[config.mk]
export PLATFORM = sky130hd
export DESIGN_NAME = sip_header_line_framer
export DESIGN_NICKNAME = d
export VERILOG_FILES = /design/src/shlf_pkg.sv /design/src/shlf_fifo.sv /design/src/shlf_front.sv /design/src/shlf_back.sv /design/src/sip_header_line_framer.sv
export SDC_FILE = /design/constraint.sdc
export NUM_CORES = 1
export LEC_CHECK = 0
export ABC_AREA = 1
export BUFFER_PORTS_ARGS = -buffer_cell sky130_fd_sc_hd__buf_4
export CORE_MARGIN = 10
export CORE_UTILIZATION = 30
export CTS_CLUSTER_SIZE = 14
export DETAILED_ROUTE_END_ITERATION = 6
export PLACE_DENSITY_LB_ADDON = 0.2
export SLEW_MARGIN = 10
export SYNTH_ARGS = -nofsm -noshare
export SYNTH_HDL_FRONTEND = slang
export SYNTH_SLANG_ARGS = --single-unit
[constraint.sdc]
create_clock -name clk -period 7.2 [get_ports clk]
set_input_delay 1.44 -clock clk [delete_from_list [all_inputs] [get_ports clk]]
set_output_delay 1.44 -clock clk [all_outputs]
set_load 0.1 [all_outputs]
[src/shlf_pkg.sv]
// Shared types and constants for the SIP header line framer.
`default_nettype none
package shlf_pkg;

    localparam logic [7:0] CH_COLON = 8'h3A;
    localparam logic [7:0] CH_SPACE = 8'h20;
    localparam logic [7:0] CH_TAB   = 8'h09;
    localparam logic [7:0] CH_CR    = 8'h0D;
    localparam logic [7:0] CH_LF    = 8'h0A;

    localparam logic [2:0] ST_OK          = 3'd0;
    localparam logic [2:0] ST_EMPTY_NAME  = 3'd1;
    localparam logic [2:0] ST_NAME_BLANK  = 3'd2;
    localparam logic [2:0] ST_CR_NO_LF    = 3'd3;
    localparam logic [2:0] ST_NO_CRLF     = 3'd4;
    localparam logic [2:0] ST_NO_COLON    = 3'd5;

    typedef enum logic [2:0] {
        BC_OTHER,
        BC_BLANK,
        BC_COLON,
        BC_CR,
        BC_LF
    } byte_class_t;

    typedef struct packed {
        logic [7:0] byte_value;
        logic       last_byte;
    } in_item_t;

    typedef struct packed {
        byte_class_t cls;
        logic        last_byte;
    } cls_item_t;

    typedef struct packed {
        logic [15:0] name_offset;
        logic [15:0] name_length;
        logic [15:0] value_offset;
        logic [15:0] value_length;
        logic        end_of_headers;
        logic [2:0]  status;
    } out_item_t;

endpackage
`default_nettype wire

[src/shlf_fifo.sv]
// Small register-based FIFO used as the queues of the framer.
`default_nettype none
module shlf_fifo #(
    parameter int WIDTH = 8,
    parameter int DEPTH = 4
) (
    input  wire logic             clk,
    input  wire logic             rst_n,
    input  wire logic             wr_en,
    input  wire logic [WIDTH-1:0] wr_data,
    output logic                  full,
    input  wire logic             rd_en,
    output logic [WIDTH-1:0]      rd_data,
    output logic                  empty
);
    localparam int AW = (DEPTH > 1) ? $clog2(DEPTH) : 1;
    localparam logic [AW:0] DEPTH_C = (AW + 1)'(DEPTH);
    localparam logic [AW-1:0] LAST_C = AW'(DEPTH - 1);

    logic [WIDTH-1:0] mem_reg [DEPTH];
    logic [AW-1:0]    wr_ptr_reg;
    logic [AW-1:0]    rd_ptr_reg;
    logic [AW:0]      count_reg;
    logic             do_wr;
    logic             do_rd;

    assign full    = (count_reg == DEPTH_C);
    assign empty   = (count_reg == '0);
    assign do_wr   = wr_en && !full;
    assign do_rd   = rd_en && !empty;
    assign rd_data = mem_reg[rd_ptr_reg];

    always_ff @(posedge clk)
    begin
        if (do_wr)
        begin
            mem_reg[wr_ptr_reg] <= wr_data;
        end
    end

    always_ff @(posedge clk or negedge rst_n)
    begin
        if (!rst_n)
        begin
            wr_ptr_reg <= '0;
            rd_ptr_reg <= '0;
            count_reg  <= '0;
        end
        else
        begin
            if (do_wr)
            begin
                wr_ptr_reg <= (wr_ptr_reg == LAST_C) ? '0 : wr_ptr_reg + AW'(1);
            end
            if (do_rd)
            begin
                rd_ptr_reg <= (rd_ptr_reg == LAST_C) ? '0 : rd_ptr_reg + AW'(1);
            end
            if (do_wr && !do_rd)
            begin
                count_reg <= count_reg + (AW + 1)'(1);
            end
            else if (do_rd && !do_wr)
            begin
                count_reg <= count_reg - (AW + 1)'(1);
            end
        end
    end
endmodule
`default_nettype wire

[src/shlf_front.sv]
// Front end: accepts bytes, classifies them and queues them for the framer.
`default_nettype none
module shlf_front #(
    parameter int DEPTH = 4
) (
    input  wire logic                clk,
    input  wire logic                rst_n,
    input  wire logic                push,
    input  wire shlf_pkg::in_item_t  in_item,
    output logic                     full,
    input  wire logic                take,
    output shlf_pkg::cls_item_t      head,
    output logic                     empty
);
    localparam int W = $bits(shlf_pkg::cls_item_t);

    shlf_pkg::cls_item_t cls_item;
    logic [W-1:0]        head_bits;

    always_comb
    begin
        case (in_item.byte_value)
            shlf_pkg::CH_SPACE,
            shlf_pkg::CH_TAB:   cls_item.cls = shlf_pkg::BC_BLANK;
            shlf_pkg::CH_COLON: cls_item.cls = shlf_pkg::BC_COLON;
            shlf_pkg::CH_CR:    cls_item.cls = shlf_pkg::BC_CR;
            shlf_pkg::CH_LF:    cls_item.cls = shlf_pkg::BC_LF;
            default:            cls_item.cls = shlf_pkg::BC_OTHER;
        endcase
        cls_item.last_byte = in_item.last_byte;
    end

    shlf_fifo #(
        .WIDTH(W),
        .DEPTH(DEPTH)
    ) u_queue (
        .clk    (clk),
        .rst_n  (rst_n),
        .wr_en  (push),
        .wr_data(W'(cls_item)),
        .full   (full),
        .rd_en  (take),
        .rd_data(head_bits),
        .empty  (empty)
    );

    assign head = shlf_pkg::cls_item_t'(head_bits);
endmodule
`default_nettype wire

[src/shlf_back.sv]
// Back end: header framing state machine over classified bytes.
`default_nettype none
module shlf_back #(
    parameter int MAX_MESSAGE_BYTES = 65536
) (
    input  wire logic                 clk,
    input  wire logic                 rst_n,
    input  wire shlf_pkg::cls_item_t  item,
    input  wire logic                 item_valid,
    output logic                      item_take,
    output shlf_pkg::out_item_t       res,
    output logic                      res_write,
    input  wire logic                 res_full
);
    localparam int PW = $clog2(MAX_MESSAGE_BYTES);
    localparam logic [PW:0] MOD = (PW + 1)'(MAX_MESSAGE_BYTES);
    localparam logic [PW-1:0] POS_MAX = PW'(MAX_MESSAGE_BYTES - 1);

    typedef enum logic [2:0] {
        PH_NAME,
        PH_VALUE,
        PH_WANT_LF,
        PH_AFTER_LF,
        PH_AFTER_CR,
        PH_PEND_EMPTY,
        PH_SKIP
    } phase_t;

    phase_t        phase_reg, phase_next;
    logic [PW-1:0] pos_reg, pos_next;
    logic [PW-1:0] hs_reg, hs_next;
    logic [PW-1:0] nbc_reg, nbc_next;
    logic [PW-1:0] held_reg, held_next;
    logic [PW-1:0] vs_reg, vs_next;
    logic          vl_reg, vl_next;
    logic [PW-1:0] le_reg, le_next;
    logic          step;
    logic          is_blank;
    logic          is_colon;
    logic          is_cr;
    logic          is_lf;

    function automatic logic [PW-1:0] pos_sub(input logic [PW-1:0] a, input logic [PW-1:0] b);
        logic [PW:0] d;
        d = {1'b0, a} - {1'b0, b};
        if (d[PW])
        begin
            d = d + MOD;
        end
        return d[PW-1:0];
    endfunction

    function automatic logic [PW-1:0] pos_inc(input logic [PW-1:0] a);
        return (a == POS_MAX) ? '0 : a + PW'(1);
    endfunction

    function automatic logic [15:0] to16(input logic [PW-1:0] v);
        logic [PW+15:0] w;
        w = (PW + 16)'(v);
        return w[15:0];
    endfunction

    assign step      = item_valid && !res_full;
    assign item_take = step;
    assign is_blank  = (item.cls == shlf_pkg::BC_BLANK);
    assign is_colon  = (item.cls == shlf_pkg::BC_COLON);
    assign is_cr     = (item.cls == shlf_pkg::BC_CR);
    assign is_lf     = (item.cls == shlf_pkg::BC_LF);

    always_comb
    begin
        logic          got;
        shlf_pkg::out_item_t r;
        got        = 1'b0;
        r          = '0;
        phase_next = phase_reg;
        hs_next    = hs_reg;
        nbc_next   = nbc_reg;
        held_next  = held_reg;
        vs_next    = vs_reg;
        vl_next    = vl_reg;
        le_next    = le_reg;
        pos_next   = pos_reg;

        case (phase_reg)
            PH_NAME:
            begin
                if (is_colon)
                begin
                    if (pos_reg == hs_reg)
                    begin
                        got = 1'b1;
                        r.name_offset = to16(hs_reg);
                        r.status = shlf_pkg::ST_EMPTY_NAME;
                        phase_next = PH_SKIP;
                    end
                    else
                    begin
                        held_next  = pos_sub(pos_sub(pos_reg, hs_reg), nbc_reg);
                        vl_next    = 1'b1;
                        phase_next = PH_VALUE;
                    end
                end
                else if (is_blank)
                begin
                    nbc_next = pos_inc(nbc_reg);
                end
                else if (nbc_reg != '0)
                begin
                    got = 1'b1;
                    r.name_offset = to16(hs_reg);
                    r.status = shlf_pkg::ST_NAME_BLANK;
                    phase_next = PH_SKIP;
                end
            end
            PH_VALUE:
            begin
                if (!(vl_reg && is_blank))
                begin
                    if (vl_reg)
                    begin
                        vs_next = pos_reg;
                        vl_next = 1'b0;
                    end
                    if (is_cr)
                    begin
                        le_next    = pos_reg;
                        phase_next = PH_WANT_LF;
                    end
                end
            end
            PH_WANT_LF:
            begin
                if (!is_lf)
                begin
                    got = 1'b1;
                    r.name_offset = to16(hs_reg);
                    r.status = shlf_pkg::ST_CR_NO_LF;
                    phase_next = PH_SKIP;
                end
                else
                begin
                    phase_next = PH_AFTER_LF;
                end
            end
            PH_AFTER_LF:
            begin
                if (item.last_byte)
                begin
                    got = 1'b1;
                    r.name_offset = to16(hs_reg);
                    r.status = shlf_pkg::ST_NO_CRLF;
                    phase_next = PH_SKIP;
                end
                else if (is_blank)
                begin
                    phase_next = PH_VALUE;
                end
                else if (is_cr)
                begin
                    phase_next = PH_AFTER_CR;
                end
                else
                begin
                    got = 1'b1;
                    r.name_offset  = to16(hs_reg);
                    r.name_length  = to16(held_reg);
                    r.value_offset = to16(vs_reg);
                    r.value_length = to16(pos_sub(le_reg, vs_reg));
                    r.status       = shlf_pkg::ST_OK;
                    hs_next    = pos_reg;
                    nbc_next   = '0;
                    phase_next = is_colon ? PH_PEND_EMPTY : PH_NAME;
                end
            end
            PH_AFTER_CR:
            begin
                got = 1'b1;
                r.name_offset  = to16(hs_reg);
                r.name_length  = to16(held_reg);
                r.value_offset = to16(vs_reg);
                r.value_length = to16(pos_sub(le_reg, vs_reg));
                r.status       = shlf_pkg::ST_OK;
                if (is_lf)
                begin
                    r.end_of_headers = 1'b1;
                    phase_next = PH_SKIP;
                end
                else
                begin
                    // new header began at the lone CR
                    hs_next    = pos_sub(pos_reg, PW'(1));
                    nbc_next   = '0;
                    phase_next = PH_NAME;
                    if (is_colon)
                    begin
                        held_next  = PW'(1);
                        vl_next    = 1'b1;
                        phase_next = PH_VALUE;
                    end
                    else if (is_blank)
                    begin
                        nbc_next = PW'(1);
                    end
                end
            end
            PH_PEND_EMPTY:
            begin
                got = 1'b1;
                r.name_offset = to16(hs_reg);
                r.status = shlf_pkg::ST_EMPTY_NAME;
                phase_next = PH_SKIP;
            end
            default:
            begin
                phase_next = PH_SKIP;
            end
        endcase

        if (item.last_byte)
        begin
            if (!got)
            begin
                if (phase_next == PH_NAME)
                begin
                    got = 1'b1;
                    r = '0;
                    r.name_offset = to16(hs_next);
                    r.status = shlf_pkg::ST_NO_COLON;
                end
                else if (phase_next inside {PH_VALUE, PH_WANT_LF, PH_AFTER_LF})
                begin
                    got = 1'b1;
                    r = '0;
                    r.name_offset = to16(hs_next);
                    r.status = shlf_pkg::ST_NO_CRLF;
                end
            end
            phase_next = PH_NAME;
            pos_next   = '0;
            hs_next    = '0;
            nbc_next   = '0;
            held_next  = '0;
            vs_next    = '0;
            vl_next    = 1'b1;
            le_next    = '0;
        end
        else
        begin
            pos_next = pos_inc(pos_reg);
        end

        res       = r;
        res_write = step && got;
    end

    always_ff @(posedge clk or negedge rst_n)
    begin
        if (!rst_n)
        begin
            phase_reg <= PH_NAME;
            pos_reg   <= '0;
            hs_reg    <= '0;
            nbc_reg   <= '0;
            held_reg  <= '0;
            vs_reg    <= '0;
            vl_reg    <= 1'b1;
            le_reg    <= '0;
        end
        else if (step)
        begin
            phase_reg <= phase_next;
            pos_reg   <= pos_next;
            hs_reg    <= hs_next;
            nbc_reg   <= nbc_next;
            held_reg  <= held_next;
            vs_reg    <= vs_next;
            vl_reg    <= vl_next;
            le_reg    <= le_next;
        end
    end
endmodule
`default_nettype wire

[src/sip_header_line_framer.sv]
// Top level of the SIP header line framer.
//
//   channel   direction  handshake          payload
//   input     in         push / full        in_item  (byte_value, last_byte)
//   result    out        pop / empty        out_item (offsets, lengths, flags, status)
//
// The state machine takes one queued byte a cycle while the result queue has room.
// A result enters the result queue when its causing byte leaves the input queue.
// Reset clears both queues and returns the framer to the start of a header.
// A full result queue stalls the framer; the input queue then fills and raises full.
`default_nettype none
module sip_header_line_framer #(
    parameter int MAX_MESSAGE_BYTES = 65536,
    parameter int IN_QUEUE_DEPTH    = 4,
    parameter int OUT_QUEUE_DEPTH   = 2
) (
    input  wire logic                clk,
    input  wire logic                rst_n,
    input  wire logic                push,
    input  wire shlf_pkg::in_item_t  in_item,
    output logic                     full,
    input  wire logic                pop,
    output shlf_pkg::out_item_t      out_item,
    output logic                     empty
);
    localparam int OW = $bits(shlf_pkg::out_item_t);

    shlf_pkg::cls_item_t head;
    logic                head_empty;
    logic                head_take;
    shlf_pkg::out_item_t res;
    logic                res_write;
    logic                res_full;
    logic [OW-1:0]       out_bits;

    shlf_front #(
        .DEPTH(IN_QUEUE_DEPTH)
    ) u_front (
        .clk    (clk),
        .rst_n  (rst_n),
        .push   (push),
        .in_item(in_item),
        .full   (full),
        .take   (head_take),
        .head   (head),
        .empty  (head_empty)
    );

    shlf_back #(
        .MAX_MESSAGE_BYTES(MAX_MESSAGE_BYTES)
    ) u_back (
        .clk       (clk),
        .rst_n     (rst_n),
        .item      (head),
        .item_valid(!head_empty),
        .item_take (head_take),
        .res       (res),
        .res_write (res_write),
        .res_full  (res_full)
    );

    shlf_fifo #(
        .WIDTH(OW),
        .DEPTH(OUT_QUEUE_DEPTH)
    ) u_out_queue (
        .clk    (clk),
        .rst_n  (rst_n),
        .wr_en  (res_write),
        .wr_data(OW'(res)),
        .full   (res_full),
        .rd_en  (pop),
        .rd_data(out_bits),
        .empty  (empty)
    );

    assign out_item = shlf_pkg::out_item_t'(out_bits);
endmodule
`default_nettype wire

==> results of run 1 <==
## layer usage
metal	routed length [µm]	global-route usage (%)	share of wire, %
met3	2190	2.91	5.3
met4	1350	5.22	3.3
met5	0	0	0
met1	17200	16.9	41
met2	20700	25.4	50
## worst max path at each step
stage / start / endpoint / cells after the start
3_5_place_dp: u_front.u_queue.rd_ptr_reg[1] / u_out_queue.mem_reg[1][1] / 9
5_1_grt: u_out_queue.rd_ptr_reg / out_item[54] / 6
2_1_floorplan: u_back.pos_reg[11] / u_out_queue.mem_reg[1][0] / 11
4_1_cts: u_out_queue.rd_ptr_reg / out_item[52] / 6
3_3_place_gp: u_front.u_queue.rd_ptr_reg[0] / u_out_queue.mem_reg[0][19] / 12
6_report: u_out_queue.rd_ptr_reg / out_item[52] / 6
## stage by stage
stage / instances / hold WS, ns / instance area, µm² / util (%) / setup slack [ns]
2_1_floorplan: 1728 / 0.442 / 14600 / - / 2.11
3_3_place_gp: 2381 / 0.460 / 15800 / 33.0 / 2.96
3_5_place_dp: 2382 / 0.472 / 15900 / 33.1 / 3.13
4_1_cts: 2444 / 0.482 / 17000 / 35.5 / 2.93
5_1_grt: 2444 / 0.488 / 17000 / 35.5 / 2.83
6_report: 2444 / 0.477 / 17000 / 35.5 / 3.08
## placed cells by master, fill, tap and decap left out, drive strengths merged, types with 5 or more instances in the layout
| master | Yosys | layout |
|---|---|---|
| inv | 172 | 175 |
| ha | 56 | 56 |
| o21bai | 5 | 5 |
| buf | 27 | 93 |
| nand2 | 532 | 532 |
| xor2 | 38 | 38 |
| nand3b | 5 | 5 |
| clkinvlp | 0 | 5 |
| o211ai | 7 | 7 |
| edfxtp | 152 | 152 |
| nor2 | 175 | 175 |
| o22ai | 19 | 19 |
| dfrtp | 110 | 110 |
| clkinv | 2 | 8 |
| clkbuf | 27 | 44 |
| nand4 | 20 | 20 |
| o21ai | 133 | 133 |
| a21oi | 67 | 67 |
| nand3 | 92 | 92 |
| xnor2 | 19 | 19 |
| nor3 | 35 | 35 |
## area by class of cell
cell class | instances | area (µm²) | share of cell area (%)
repair buffers | 93 | 711 | 4.17
inverters | 174 | 654 | 3.84
well taps | 615 | 769 | 4.52
clock buffers | 44 | 961 | 5.64
flip-flops and latches | 263 | 7340 | 43.1
multi-input cells | 1237 | 6370 | 37.4
clock inverters | 18 | 218 | 1.28
## worst max-delay path: cells and delay by family (launching register included)
family / cells / cell delay (ns)
buf+inv: 4 / 1.41
flops: 1 / 0.38
simple gates: 2 / 0.26
## logic make-up (layout without fill, tap and decap cells)
family	after synthesis	in the layout
compound gates	253	253
buf+inv	228	329
mux	1	1
fa+ha+maj	60	60
xor+xnor	57	57
flops	263	263
simple gates	866	866
==> impl_metrics.yaml, run 1 <==
timing:
  setup_tns_ns: 0
  worstMarginPinSlew_ns: 0.905
  worst_clock_skew_ns: 0.0189
  max_freq_ghz: 0.243
  relSlewSlack_pct: 39.7
  rsz0062_at_grt: "no"
  post-route-min-period_ns: 4.12
  fin_crit_sh_pct: 57.2
  hold_viol_final: 0
  finalSetupViolCount: 0
  final_max_slew_viol_count: 0
global_route:
  antenna_found_initial: 0
  grt_max_degree: 70
  overflow: 0
  grt_usage_pct: 14.3
  grt_pass1_vias: 11900
  grt_pass1_wl_mm: 65.6
floorplan:
  initial_core_util_pct: 30.5
  num_io_pins: 83
  core_um2: 47900
  num_rows: 80
  die_area_um2: 58000
  die_w_um: 241
  die_h_um: 241
worst_hold_path:
  hold_class: "register to register"
  min_from: "u_back.vl_reg"
  worstHoldPathCells: 2
  hold_path_end: "u_back.vl_reg"
worst_setup_path:
  r2r_start: "u_front.u_queue.rd_ptr_reg[0]"
  arrival_ns: 2.68
  cp_cell_sequence: "buf_4, inv_2, buf_4, nand2_1, nand2_1, buf_4"
  r2r_end: "u_out_queue.mem_reg[1][67]"
  rr_worst_depth: 10
  critPathMaxFanout: 69
  crit_path_frequent_cell: "buf_4"
  worst_path_max_delay_cell: "buf_4"
  endpoint_kind: "output port"
  crit_path_max_incr_delay_ns: 0.64
  crit_type: "register to output port"
  start_kind: "register"
  crit_required_ns: 5.76
  r2r_slack_ns: 3.23
synthesis:
  synthAdderAreaFrac_pct: 5.34
  ys_seq_elements: 263
  synth-edff-count: 152
  synth_compound_area_share_pct: 9.48
  synth_common_cells: "nand2_1 (515), nor2_1 (163), inv_1 (162)"
  yosys.area_share.simple_pct: 25.1
  async_reset_ff_share_pct: 42.2
  syn_area_per_cell_um2: 8.47
  synth_cell_types: 55
  synth_top_cells_by_area: "edfxtp_1 (31%), dfrtp_1 (19%), nand2_1 (13%), ha_1 (4.8%), nor2_1 (4.2%)"
  synthesis.area_um2: 14600
  synth_xor_area_share_pct: 3.41
  yosysWarnings: 0
  synth_top_cell_area_share_pct: 31.2
  muxShareOfSynthArea_pct: 0.0770
  yosysSeqAreaShare_pct: 50.2
  yosys.area.top_type: "edfxtp_1"
  synthFlopType: "edfxtp_1"
  synth_top_family_by_area: "simple AND/OR/NAND/NOR gates"
  yosysMostFrequentCell: "nand2_1"
  syn_nets: 1801
  post_synth_inst_count: 1728
routing:
  viasPerCell: 4.85
  ant_nets: 0
  dr.first_iter.drc_count: 814
  dr.pass1.iters: 6
  routed_wl_mm: 41.4
  drc: 0
  wl_per_cell_um: 17.0
  vias: 11900
cts:
  cts_tree: "yes"
  cts_hold_buf: 0
  cts_setup_buffers: 0
  insertion_delay_ns: 0.54
  h-tree-depth: 2
  cts_sinks: 263
  postCtsResizedCells: 0
  cts_buffers: 34
  clkTransAtPathRegs_ns: 0.06
  cts-root-buf: "clkbuf_16"
  clock_path_buffers: 3
finish:
  num_antenna_cells: 0
  largest_register_ffs: 136
  nets: 1876
  fillerInstances: 4874
  drive_above_1_share_pct: 11.2
  synthToLayoutAreaGrowth_pct: 16.4
place:
  io_buffers: 82
  dp_hpwl_mm: 29.9
  gp_congestion: 0.925
status:
  run_status: "finished clean"
job:
  cap_violations: 0
Power of run 1 is left out: the tool's default activity adds up to more than one toggle a clock period on the data nets, which glitch-free logic cannot reach.
==> run 2, diff against run 1 <==
==> constraint.sdc (replaced) <==
create_clock -name clk -period 4.25 [get_ports clk]
set_input_delay 0.85 -clock clk [delete_from_list [all_inputs] [get_ports clk]]
set_output_delay 0.85 -clock clk [all_outputs]
set_load 0.1 [all_outputs]
==> impl_metrics.yaml, run 2 (synthesis results as in run 1) <==
status:
  run_status: "finished clean"
finish:
  largest_register_ffs: 136
  synthToLayoutAreaGrowth_pct: 16.5
  regArea_um2: 7340
  drive_above_1_share_pct: 11.3
  num_antenna_cells: 0
  mostFrequentLayoutCell: "nand2_1"
  multi_input_area_um2: 6370
  nets: 1881
  layout_common_cells: "nand2_1 (515), inv_1 (161), nor2_1 (161)"
  fillerInstances: 4940
floorplan:
  num_io_pins: 83
  die_w_um: 241
  initial_core_util_pct: 30.5
  core_um2: 47900
  die_area_um2: 58000
  die_h_um: 241
  num_rows: 80
timing:
  hold_viol_final: 0
  relSlewSlack_pct: 33.6
  max_freq_ghz: 0.277
  fin_crit_sh_pct: 84.9
  setup_tns_ns: 0
  worstMarginPinSlew_ns: 0.971
  final_max_slew_viol_count: 0
  worst_clock_skew_ns: 0.0275
  finalSetupViolCount: 0
  post-route-min-period_ns: 3.61
  rsz0062_at_grt: "no"
job:
  cap_violations: 0
cts:
  clkTransAtPathRegs_ns: 0.06
  insertion_delay_ns: 0.57
  cts_tree: "yes"
  clock_path_buffers: 3
  cts_sinks: 263
  postCtsResizedCells: 0
  cts-root-buf: "clkbuf_16"
  h-tree-depth: 1
  cts_setup_buffers: 0
  cts_hold_buf: 0
  cts_buffers: 31
routing:
  dr.first_iter.drc_count: 710
  dr.pass1.iters: 6
  wl_per_cell_um: 17.0
  ant_nets: 0
  viasPerCell: 4.79
  vias: 11700
  drc: 0
  routed_wl_mm: 41.5
global_route:
  grt_pass1_vias: 12000
  grt_use_met2_pct: 26.1
  use_met1_pct: 17.4
  grt_util_met3_pct: 2.05
  grt-busiest-layer: "met2"
  grt_usage_pct: 14.4
  grt_pass1_wl_mm: 66.9
  grt_max_degree: 58
  overflow: 0
  antenna_found_initial: 0
place:
  gp_congestion: 0.929
  io_buffers: 82
  dp_hpwl_mm: 30.9
worst_setup_path:
  arrival_ns: 4.08
  start_kind: "register"
  endpoint_kind: "register"
  critPathMaxFanout: 9
  crit_required_ns: 4.72
  crit_type: "register to register"
worst_hold_path:
  hold_class: "primary input to async pin"
## run 2: area by class of cell
cell class	count	area share, %
flip-flops and latches	263	43.1
multi-input cells	1237	37.4
clock buffers	41	5.01
repair buffers	101	4.74
well taps	615	4.51
inverters	174	3.84
clock inverters	16	1.43
## run 2: worst max-delay path, stage by stage (launching register included)
cell	delay [ns]
dfrtp_1	0.41
inv_2	0.16
ha_1	0.19
inv_1	0.06
fa_1	0.45
nand3_1	0.10
nand2_1	0.13
a21oi_1	0.26
xnor2_1	0.16
ha_1	0.40
nand2_1	0.16
inv_1	0.13
nand2_1	0.06
o311ai_0	0.47
nor2_1	0.08
nor2_1	0.12
nand2_1	0.07
o21ai_0	0.07
## run 2: path summary, 6_finish.rpt
check	start	endpoint	slack [ns]	cells past startpoint
setup / recovery	u_back.pos_reg[0]	u_back.held_reg[9]	0.64	17
hold / removal	rst_n	u_back.held_reg[6]	0.35	1
setup reg to reg	u_back.pos_reg[0]	u_back.held_reg[9]	0.64	17
hold reg to reg	u_back.vl_reg	u_back.vl_reg	0.47	2
max in group asynchronous	rst_n	u_out_queue.rd_ptr_reg	3.08	2
min in group clk	u_back.vl_reg	u_back.vl_reg	0.47	2
## run 2: stage by stage
step / hold slack [ns] / cell area, µm² / setup WS, ns / util (%) / instances
floorplan: 0.442 / 14600 / 0.158 / - / 1728
finish: 0.355 / 17000 / 0.642 / 35.6 / 2447
global placement: 0.466 / 16000 / 0.688 / 33.3 / 2390
detailed placement: 0.470 / 16000 / 0.687 / 33.3 / 2390
global route: 0.404 / 17000 / 0.276 / 35.6 / 2447
CTS: 0.382 / 17000 / 0.618 / 35.6 / 2447
## run 2: routing by layer
layer	vias to the layer above	wire, µm
met5	-	0
met4	0	1060
met3	60	1810
met2	227	21100
met1	5557	17500
li1	5877	-
Power of run 2 is left out for the same reason.
